**src/acr_pkg.sv**
```systemverilog
// ----------------------------------------------------------------------------
// acr_pkg: shared types and constants for the box collision resolver
// widths of the box fields, the packed stream layouts and the relation codes
// ----------------------------------------------------------------------------
package acr_pkg;

	// field widths
	localparam int COORD_BITS = 16;
	localparam int HALF_BITS  = COORD_BITS - 2;
	localparam int PUSH_BITS  = COORD_BITS + 2;
	localparam int EDGE_BITS  = COORD_BITS + 1;
	localparam int ABS_BITS   = COORD_BITS;
	localparam int HPROD_BITS = 2 * HALF_BITS;
	localparam int XPROD_BITS = ABS_BITS + HPROD_BITS;

	// input stream layout, first field in the lowest bits
	localparam int IN_RAW_BITS  = 4 * COORD_BITS + 4 * HALF_BITS;
	localparam int IN_DATA_BITS = ((IN_RAW_BITS + 7) / 8) * 8;
	localparam int OCX_LSB = 0;
	localparam int OCY_LSB = OCX_LSB + COORD_BITS;
	localparam int OHW_LSB = OCY_LSB + COORD_BITS;
	localparam int OHH_LSB = OHW_LSB + HALF_BITS;
	localparam int RCX_LSB = OHH_LSB + HALF_BITS;
	localparam int RCY_LSB = RCX_LSB + COORD_BITS;
	localparam int RHW_LSB = RCY_LSB + COORD_BITS;
	localparam int RHH_LSB = RHW_LSB + HALF_BITS;

	// output stream layout
	localparam int OUT_RAW_BITS  = 1 + 2 + 2 * PUSH_BITS;
	localparam int OUT_DATA_BITS = ((OUT_RAW_BITS + 7) / 8) * 8;

	// side of the reference on which the object lies
	typedef enum logic [1:0] {
		REL_NORTH = 2'd0,
		REL_SOUTH = 2'd1,
		REL_WEST  = 2'd2,
		REL_EAST  = 2'd3
	} rel_t;

	// per-stage load enables from the handshake control to the datapath
	typedef struct packed {
		logic ld_s1;
		logic ld_s2;
		logic ld_s3;
	} adv_t;

endpackage

```
**src/aabb_collision_resolve.sv**
```systemverilog
// ----------------------------------------------------------------------------
// aabb_collision_resolve: box overlap test and push-out correction
// one object box and one reference box in, overlap flag, relation and an
// axis-chosen correction out, on streaming channels
// ----------------------------------------------------------------------------
//
// channel | direction | handshake          | tdata fields, lowest bit first
// --------+-----------+--------------------+----------------------------------
// s_      | in        | s_tvalid/s_tready  | obj_center_x, obj_center_y,
//         |           |                    | obj_half_w, obj_half_h,
//         |           |                    | ref_center_x, ref_center_y,
//         |           |                    | ref_half_w, ref_half_h
// m_      | out       | m_tvalid/m_tready  | overlap, relation, push_x, push_y
//
// m_tvalid rises once an accepted transaction has passed the three register
// stages (edges and half-size products, cross products, axis choice); one
// transaction per cycle while the output is not stalled.
// the last stage is the output register; each stage loads whenever it is
// empty or the stage after it moves, so a stall backs up stage by stage.
// reset clears only the stage valid bits; there is no state between items.
//
module aabb_collision_resolve (
	input  logic                               clk,
	input  logic                               arst_n,
	// input box pair
	input  logic                               s_tvalid,
	output logic                               s_tready,
	// obj_center_x, obj_center_y, obj_half_w, obj_half_h,
	// ref_center_x, ref_center_y, ref_half_w, ref_half_h
	input  logic [acr_pkg::IN_DATA_BITS-1:0]   s_tdata,
	// result
	output logic                               m_tvalid,
	input  logic                               m_tready,
	// overlap, relation, push_x, push_y, zero pad
	output logic [acr_pkg::OUT_DATA_BITS-1:0]  m_tdata
);

	// stage valid bits
	logic v_s1, v_s2, v_s3;
	logic rdy1, rdy2, rdy3;
	acr_pkg::adv_t adv;

	// a stage may load when it is empty or its content moves on
	assign rdy3 = !v_s3 || m_tready;
	assign rdy2 = !v_s2 || rdy3;
	assign rdy1 = !v_s1 || rdy2;

	assign adv.ld_s1 = rdy1;
	assign adv.ld_s2 = rdy2;
	assign adv.ld_s3 = rdy3;

	assign s_tready = rdy1;
	assign m_tvalid = v_s3;

	// valid bits travel with the data
	always_ff @(posedge clk or negedge arst_n) begin
		if (!arst_n) begin
			v_s1 <= 1'b0;
			v_s2 <= 1'b0;
			v_s3 <= 1'b0;
		end else begin
			if (rdy1)
				v_s1 <= s_tvalid;
			if (rdy2)
				v_s2 <= v_s1;
			if (rdy3)
				v_s3 <= v_s2;
		end
	end

	// datapath
	acr_core u_core (
		.clk      (clk),
		.adv      (adv),
		.in_data  (s_tdata),
		.out_data (m_tdata)
	);

	// checks

	// a correction is given on one axis at most
	a_one_axis: assert property (@(posedge clk) disable iff (!arst_n)
		m_tvalid |-> (m_tdata[3 +: acr_pkg::PUSH_BITS] == '0 ||
		              m_tdata[3 + acr_pkg::PUSH_BITS +: acr_pkg::PUSH_BITS] == '0))
		else $error("correction on both axes");

	// a result only appears after passing through the second stage
	a_from_s2: assert property (@(posedge clk) disable iff (!arst_n)
		$rose(m_tvalid) |-> $past(v_s2))
		else $error("result valid without a second-stage item");

	// an empty output stage never blocks the input
	a_no_block: assert property (@(posedge clk) disable iff (!arst_n)
		!m_tvalid |-> s_tready)
		else $error("input stalled with empty output stage");

endmodule

```
**src/acr_core.sv**
```systemverilog
// ----------------------------------------------------------------------------
// acr_core: three-stage datapath of the box collision resolver
// edges, differences and half-size products, then cross products with overlap,
// relation and candidate corrections, then the axis choice into the output
// ----------------------------------------------------------------------------
module acr_core (
	input  logic                               clk,
	input  acr_pkg::adv_t                      adv,
	input  logic [acr_pkg::IN_DATA_BITS-1:0]   in_data,
	output logic [acr_pkg::OUT_DATA_BITS-1:0]  out_data
);

	localparam int CB = acr_pkg::COORD_BITS;
	localparam int HB = acr_pkg::HALF_BITS;
	localparam int EB = acr_pkg::EDGE_BITS;
	localparam int AB = acr_pkg::ABS_BITS;
	localparam int PB = acr_pkg::PUSH_BITS;
	localparam int HP = acr_pkg::HPROD_BITS;
	localparam int XP = acr_pkg::XPROD_BITS;

	// unpacked input fields
	logic signed [CB-1:0] ocx, ocy, rcx, rcy;
	logic        [HB-1:0] ohw, ohh, rhw, rhh;

	assign ocx = in_data[acr_pkg::OCX_LSB +: CB];
	assign ocy = in_data[acr_pkg::OCY_LSB +: CB];
	assign ohw = in_data[acr_pkg::OHW_LSB +: HB];
	assign ohh = in_data[acr_pkg::OHH_LSB +: HB];
	assign rcx = in_data[acr_pkg::RCX_LSB +: CB];
	assign rcy = in_data[acr_pkg::RCY_LSB +: CB];
	assign rhw = in_data[acr_pkg::RHW_LSB +: HB];
	assign rhh = in_data[acr_pkg::RHH_LSB +: HB];

	// extended operands for the edge sums
	logic signed [EB-1:0] ocx_e, ocy_e, rcx_e, rcy_e;
	logic signed [EB-1:0] ohw_e, ohh_e, rhw_e, rhh_e;
	logic signed [EB-1:0] dx, dy, dx_neg, dy_neg;

	assign ocx_e  = {ocx[CB-1], ocx};
	assign ocy_e  = {ocy[CB-1], ocy};
	assign rcx_e  = {rcx[CB-1], rcx};
	assign rcy_e  = {rcy[CB-1], rcy};
	assign ohw_e  = {{(EB-HB){1'b0}}, ohw};
	assign ohh_e  = {{(EB-HB){1'b0}}, ohh};
	assign rhw_e  = {{(EB-HB){1'b0}}, rhw};
	assign rhh_e  = {{(EB-HB){1'b0}}, rhh};
	assign dx     = ocx_e - rcx_e;
	assign dy     = ocy_e - rcy_e;
	assign dx_neg = -dx;
	assign dy_neg = -dy;

	// stage 1: box edges, centre differences and half-size products
	logic signed [EB-1:0] o_x0_s1, o_x1_s1, o_y0_s1, o_y1_s1;
	logic signed [EB-1:0] r_x0_s1, r_x1_s1, r_y0_s1, r_y1_s1;
	logic                 dx_pos_s1, dy_pos_s1;
	logic        [AB-1:0] adx_s1, ady_s1;
	logic        [HP-1:0] hx_prod_s1, hy_prod_s1;

	always_ff @(posedge clk) begin
		if (adv.ld_s1) begin
			o_x0_s1    <= ocx_e - ohw_e;
			o_x1_s1    <= ocx_e + ohw_e;
			o_y0_s1    <= ocy_e - ohh_e;
			o_y1_s1    <= ocy_e + ohh_e;
			r_x0_s1    <= rcx_e - rhw_e;
			r_x1_s1    <= rcx_e + rhw_e;
			r_y0_s1    <= rcy_e - rhh_e;
			r_y1_s1    <= rcy_e + rhh_e;
			dx_pos_s1  <= !dx[EB-1] && (dx != '0);
			dy_pos_s1  <= !dy[EB-1] && (dy != '0);
			adx_s1     <= dx[EB-1] ? dx_neg[AB-1:0] : dx[AB-1:0];
			ady_s1     <= dy[EB-1] ? dy_neg[AB-1:0] : dy[AB-1:0];
			hx_prod_s1 <= HP'(ohw) * HP'(rhw);
			hy_prod_s1 <= HP'(ohh) * HP'(rhh);
		end
	end

	// candidate corrections, extended to the push width
	logic signed [PB-1:0] px_cand, py_cand;

	assign px_cand = dx_pos_s1 ? (PB'(r_x1_s1) - PB'(o_x0_s1))
	                           : (PB'(r_x0_s1) - PB'(o_x1_s1));
	assign py_cand = dy_pos_s1 ? (PB'(r_y1_s1) - PB'(o_y0_s1))
	                           : (PB'(r_y0_s1) - PB'(o_y1_s1));

	// relation: north first, then south, then west, else east
	acr_pkg::rel_t rel_d;

	always_comb begin
		if (o_y1_s1 <= r_y0_s1)
			rel_d = acr_pkg::REL_NORTH;
		else if (o_y0_s1 >= r_y1_s1)
			rel_d = acr_pkg::REL_SOUTH;
		else if (o_x1_s1 <= r_x0_s1)
			rel_d = acr_pkg::REL_WEST;
		else
			rel_d = acr_pkg::REL_EAST;
	end

	// stage 2: cross products, overlap, relation and candidate corrections
	logic        [XP-1:0] lhs_s2, rhs_s2;
	logic                 hit_s2;
	acr_pkg::rel_t        rel_s2;
	logic signed [PB-1:0] px_s2, py_s2;

	always_ff @(posedge clk) begin
		if (adv.ld_s2) begin
			lhs_s2 <= XP'(adx_s1) * XP'(hy_prod_s1);
			rhs_s2 <= XP'(ady_s1) * XP'(hx_prod_s1);
			hit_s2 <= !(o_x1_s1 < r_x0_s1 || o_x0_s1 > r_x1_s1) &&
			          !(o_y1_s1 < r_y0_s1 || o_y0_s1 > r_y1_s1);
			rel_s2 <= rel_d;
			px_s2  <= px_cand;
			py_s2  <= py_cand;
		end
	end

	// stage 3: axis choice, a tie gives no correction
	logic                 hit_s3;
	acr_pkg::rel_t        rel_s3;
	logic signed [PB-1:0] px_s3, py_s3;

	always_ff @(posedge clk) begin
		if (adv.ld_s3) begin
			hit_s3 <= hit_s2;
			rel_s3 <= rel_s2;
			px_s3  <= (lhs_s2 > rhs_s2) ? px_s2 : '0;
			py_s3  <= (lhs_s2 < rhs_s2) ? py_s2 : '0;
		end
	end

	// pack the result, overlap in the lowest bit
	assign out_data = acr_pkg::OUT_DATA_BITS'({py_s3, px_s3, rel_s3, hit_s3});

endmodule

```
**config.mk**
```make
export PLATFORM = sky130hd
export DESIGN_NAME = aabb_collision_resolve
export DESIGN_NICKNAME = d
export VERILOG_FILES = /design/src/acr_pkg.sv /design/src/aabb_collision_resolve.sv /design/src/acr_core.sv
export SDC_FILE = /design/constraint.sdc
export NUM_CORES = 2
export LEC_CHECK = 0
export ABC_AREA = 1
export CORE_MARGIN = 3
export CORE_UTILIZATION = 35
export DETAILED_ROUTE_END_ITERATION = 12
export DONT_BUFFER_PORTS = 1
export PLACE_DENSITY_LB_ADDON = 0.3
export SLEW_MARGIN = 20
export SYNTH_ARGS = -nofsm -noshare
export SYNTH_HDL_FRONTEND = slang
export SYNTH_SLANG_ARGS = --single-unit
```
**constraint.sdc**
```tcl
create_clock -name clk -period 7.8 [get_ports clk]
set_clock_uncertainty 0.1 [all_clocks]
set_input_delay 0.39 -clock clk [delete_from_list [all_inputs] [get_ports clk]]
set_output_delay 0.39 -clock clk [all_outputs]
set_load 0.02 [all_outputs]
```
======== Yosys cells after proc, flatten, opt, wreduce, memory -nomap -nowiden ========
Cells that the tools add are included.
storage, ports and cells
  flip-flop bits (word level) ............. 395
  bits in latches ......................... 0
  RAM bits ................................ 0
  memory bits (read-only) ................. 0
  input bits .............................. 124
  output and inout port bits .............. 42
  logic and storage cells ................. 81
  memories ................................ 0
cells by class
  add/subtract/negate cells ............... 16
  multiply operators ...................... 4
  div/mod/pow operators ................... 0
  order comparisons ....................... 9
  eq/ne operators ......................... 0
  shift-type cells ........................ 0
  mux-type cells .......................... 6
  bitwise logic cells ..................... 0
  reduce and logical (&&, ||, !) cells .... 18
operator list
  operator                            count
  multiplier 16 x 28 -> 44 bit        2
  subtractor 17 x 17 -> 18 bit        4
  adder 16 x 15 -> 17 bit             4
  subtractor 16 x 15 -> 17 bit        4
  multiplier 14 x 14 -> 28 bit        2
  > comparator 44 bit                 1
  less-than comparator 44 bit         1
  two-way mux 18 bit                  2
  > comparator 17 bit                 2
  less-or-equal comparator 17 bit     2
  less-than comparator 17 bit         2
  nonzero test 17 bit                 2
  subtractor 16 x 16 -> 17 bit        2
  two-way mux 16 bit                  2
  negation 16 bit                     2
  greater-or-equal comparator 17 bit  1
  zero test 1 bit                     7
  logical OR 1 bit                    5
  logical AND 1 bit                   3
  two-way mux 1 bit                   2
  OR reduction 2 bit                  1

======== Longest topological paths before layout ========
  depth after elaboration ................. 4
  mapped depth ............................ 28
  gate-level depth less buffers ........... 26

======== Cells and area by module ========
From an unflattened synthesis, not the netlist that was laid out.
unflattened totals
  cells, all modules ...................... 8717
  area total of the unflattened synthesis .. 69087.5 um2
by module, submodules not included
  module                  times used  cells an instance  area an instance (um2)
  acr_core                1           8704               68964.9
  aabb_collision_resolve  1           13                 122.6

======== Worst setup path before layout ========
Ideal clock, no wire load.
  kind .................................... register -> register
  from .................................... reg v_s3, in the netlist m_tvalid
  to ...................................... reg u_core.adx_s1[0], enable pin
  data arrival time ....................... 5317 ps
  path slack .............................. 611 ps
  cell stages (with the launch flop) ...... 4
  buffers on the path ..................... 0
  clock period less this slack ............ 7189 ps
  path through ............................ dfrtp_1 > nand2_1 > nor2_1 > nand2_1
on the way
  cells in the longest elaborated chain, start to end .. 4
ends and longest elaborated chain
  element                 line                          RTL
  from (decl)             aabb_collision_resolve.sv:39  logic v_s1, v_s2, v_s3;
  from (signal assigned)  aabb_collision_resolve.sv:67  v_s3 <= v_s2;
  zero test 1 bit         aabb_collision_resolve.sv:44  assign rdy3 = !v_s3 || m_tready;
  logical OR 1 bit        aabb_collision_resolve.sv:44
  via rdy3                aabb_collision_resolve.sv:40  logic rdy1, rdy2, rdy3;
  logical OR 1 bit        aabb_collision_resolve.sv:45  assign rdy2 = !v_s2 || rdy3;
  logical OR 1 bit        aabb_collision_resolve.sv:46  assign rdy1 = !v_s1 || rdy2;
  via s_tready            aabb_collision_resolve.sv:27  output logic s_tready,
  to (signal assigned)    acr_core.sv:71                adx_s1 <= dx[EB-1] ? dx_neg[AB-1:0] : dx[AB-1:0];
  to (decl)               acr_core.sv:56                logic [AB-1:0] adx_s1, ady_s1;
The timed path passes the listed nets, and every way through them passes these cells.
A chain may end at the register's enable or synchronous reset.

======== Worst setup path in the final report ========
  from .................................... reg u_core.ady_s1[10]
  to ...................................... reg u_core.rhs_s2[35] (data pin)
on the way
  cells in the longest elaborated chain, start to end .. 1
ends and longest elaborated chain
  element                       line             RTL
  from (decl)                   acr_core.sv:56
  from (signal assigned)        acr_core.sv:72   ady_s1 <= dy[EB-1] ? dy_neg[AB-1:0] : dy[AB-1:0];
  multiplier 16 x 28 -> 44 bit  acr_core.sv:109  rhs_s2 <= XP'(ady_s1) * XP'(hx_prod_s1);
  to (signal assigned)          acr_core.sv:109
  to (decl)                     acr_core.sv:101  logic [XP-1:0] lhs_s2, rhs_s2;
No other way between the ends.

==> impl_metrics.toml <==
[place]
gp_congestion = 0.949
dp_slack_ps = 1260
post_dp_cell_area_um2 = 71700
place.port_buffers = 0
dp_hpwl_um = 165000

[critical_path]
worstSetupEndpointType = "register"
crit_type = "register to register"
cpLargestDelayFamily = "adder cells"
cp-start-kind = "register"
path_depth = 20
required_ps = 8070
crit_arrival_ps = 6830
rr_worst_depth = 20
cp_common_cell = "fa_1"
path_cells = "buf_4 > nand2_1 > fa_1 > inv_1 > fa_1 > fa_1 > fa_1 > fa_1 > inv_1 > fa_1 > inv_1 > ha_1 > nand2_1 > nor2_1 > inv_1 > o21ai_0 > o21bai_1 > nand4_1 > nand3_1 > nand2_1"
crit_fanout = 16
max_stage_delay_ps = 870
cp_num_buf_inv = 5
crit_slowest_cell = "edfxtp_1"

[synthesis]
synthArstFlopShare = 0.00767
ys.flop_type = "edfxtp_1"
synth_edf_count = 388
synthAdderAreaFrac = 0.417
syn_area_um2 = 69200
synth-seq-cells = 391
yosysSeqAreaShare = 0.170
synth_cells = 8729
synth_top_family_by_area = "adder cells"
synth_xor_area_frac = 0.0339
synth_cell_type_count = 57
synthesis.nets = 10500
yosys.area_share.simple = 0.177
synth_warnings = 0
avgSynthCellArea_um2 = 7.92
synth_compound_area_frac = 0.0624
synthMuxAreaShare = 0.000289

[min_path]
hp-class = "primary input to register"
worstHoldPathCells = 3

[layout]
nets = 10400
final_area_um2 = 73700
drive_above_1_share = 0.0219
areaGrowthSynthToFinish_pct = 6.49
filler_cell_count = 20300

[floorplanning]
top_level_ports = 166
initial_core_util = 0.354
die_h_um = 451
placementRows = 162
die_w_um = 451
core_area_um2 = 196000
dieArea_um2 = 203000

[global_routing]
grt_start_max_net_pins = 130
grt_overflow = 0
antenna_found_initial = 2
grt_use_total = 0.199
first_global_vias = 57700
grt_first_pass_wirelength_um = 322000

[timing]
fin_crit_ps = 6560
worst_pin_slew_ps = 1110
setup_tns_ps = 0
maxSlewViolCount = 0
finalSetupViolCount = 0
slew_headroom = 0.261
rsz0062_at_grt = "no"
finalWorstSetupSlack_ps = 1240
max_freq_ghz = 0.152
fin_crit_sh = 0.841
hold_viol_final = 0

[route]
wire_per_inst_um = 17.9
drc_errors = 0
drt_iter0_drc = 3701
wl_um = 201000
ant_nets = 0
first_pass_iters = 6
viasPerCell = 4.86
dr_total_vias = 54600

[job]
maxCapViolations = 0

[clock_network]
ctsHtreeMaxLevel = 2
post_cts_buffers = 0
cts_tree = "built"
cts_root_buf = "clkbuf_16"
cts_sinks = 391
clkLatencyLatePin_ps = 640
clkTransAtPathRegs_ps = 70
cts_made_buffers = 48
clockBufferDepth = 3

[status]
status = "complete, no violations"
## synth_stat cells (3+ instances only)
cell | count | area (um2)
o21bai_1 | 29 | 218
buf_1 | 28 | 105
nand4_1 | 68 | 425
and2_1 | 7 | 43.8
o31ai_1 | 6 | 45.0
nand3_2 | 11 | 110
nand2_4 | 3 | 33.8
a21o_1 | 33 | 248
a221oi_1 | 8 | 70.1
nor2_1 | 354 | 1330
nand3b_1 | 16 | 120
clkbuf_1 | 255 | 957
nand2_1 | 2244 | 8420
edfxtp_1 | 388 | 11700
buf_2 | 9 | 45.0
nor3_1 | 73 | 365
o21ai_1 | 16 | 80.1
inv_2 | 8 | 30.0
ha_1 | 674 | 8430
or2_2 | 3 | 18.8
a21oi_1 | 379 | 1900
a21boi_0 | 12 | 90.1
nand2_2 | 19 | 119
a21boi_1 | 6 | 45.0
inv_1 | 2252 | 8450
and3_1 | 8 | 50.1
o21ai_2 | 5 | 43.8
fa_1 | 1020 | 20400
dfrtp_1 | 3 | 75.1
o211ai_1 | 9 | 67.6
nor4_1 | 11 | 68.8
xnor2_1 | 51 | 447
nand3_1 | 210 | 1050
a31oi_1 | 32 | 200
nor2_2 | 6 | 37.5
o21ai_0 | 200 | 1000
a211oi_1 | 6 | 45.0
xor2_1 | 215 | 1880
o31a_1 | 3 | 26.3
o21a_1 | 24 | 180
## placed cells by master, fill, tap and decap left out, types with 51 or more instances in the layout
master and n:
inv_1 2251, a21oi_1 379, xnor2_1 51, ha_1 674, nor2_1 354, edfxtp_1 388
nor3_1 73, fa_1 1020, nand3_1 210, nand4_1 68, nand2_1 2242, o21ai_0 200
xor2_1 215
## area by class of cell
class,count,area [um2],share of cell area
Multi-Input combinational cell,5780,47800,0.649
Sequential cell,391,11700,0.159
Inverter,2261,8490,0.115
Tap cell,2624,3280,0.0446
Clock buffer,52,1220,0.0165
Timing Repair Buffer,75,661,0.00897
Clock inverter,37,462,0.00627
Antenna cell,6,15.0,0.000204
## logic make-up after synthesis
kind of cell | after synthesis
buffers and inverters | 2558
muxes | 2
and+or+nand+nor | 3041
xor gates and xnor gates | 267
AOI/OAI and AO/OA | 775
other | 1
adders and majority gates | 1694
DFF | 391
## through the flow
| stage | utilization | instances | hold slack, ps |
|---|---|---|---|
| global placement | 0.366 | 11100 | -5.50 |
| finish | 0.377 | 11200 | 62.9 |
| CTS | 0.376 | 11200 | 3.24 |
| global route | 0.377 | 11200 | 38.3 |
| detailed placement | 0.366 | 11100 | -5.49 |
| floorplan | - | 8729 | -5.59 |
## state kept, by name, indices dropped and copies added (netlist names), 18 cells and up
signal and cells:
u_core.lhs_s2 44, u_core.rhs_s2 44, u_core.hx_prod_s1 28, u_core.px_s3 18, u_core.py_s3 18, u_core.px_s2 18, u_core.hy_prod_s1 28, u_core.py_s2 18
## worst paths after layout
| path | slack [ps] | to | from |
|---|---|---|---|
| min reg2reg | 330 | u_core.rel_s3[0] | u_core.rel_s2[0] |
| max | 1240 | u_core.rhs_s2[35] | u_core.ady_s1[10] |
| min | 60 | u_core.r_x1_s1[15] | s_tdata[74] |
| min in group asynchronous | 420 | v_s1 | arst_n |
| max in group asynchronous | 7040 | m_tvalid | arst_n |
| max reg2reg | 1240 | u_core.rhs_s2[35] | u_core.ady_s1[10] |
## worst min-delay path: cells and delay by family
kind            cells  cell delay (ps)
compound gates      1               60
simple gates        1               80
xor+xnor            1              100
## metal layers
metal	part of all wire	up-vias	global-route usage
li1	-	25800	-
met1	0.43	27100	0.262
met2	0.49	1459	0.346
met3	0.054	250	0.0252
met4	0.024	0	0.0462
met5	0	-	0
## timing repair
item,in CTS,in global routing
hold buffers,25,0
gates resized for setup,0,0
hold endpoints to repair,33,0
Power is left out: the tool's default activity adds up to more than one toggle a clock period on the data nets, which glitch-free logic cannot reach.
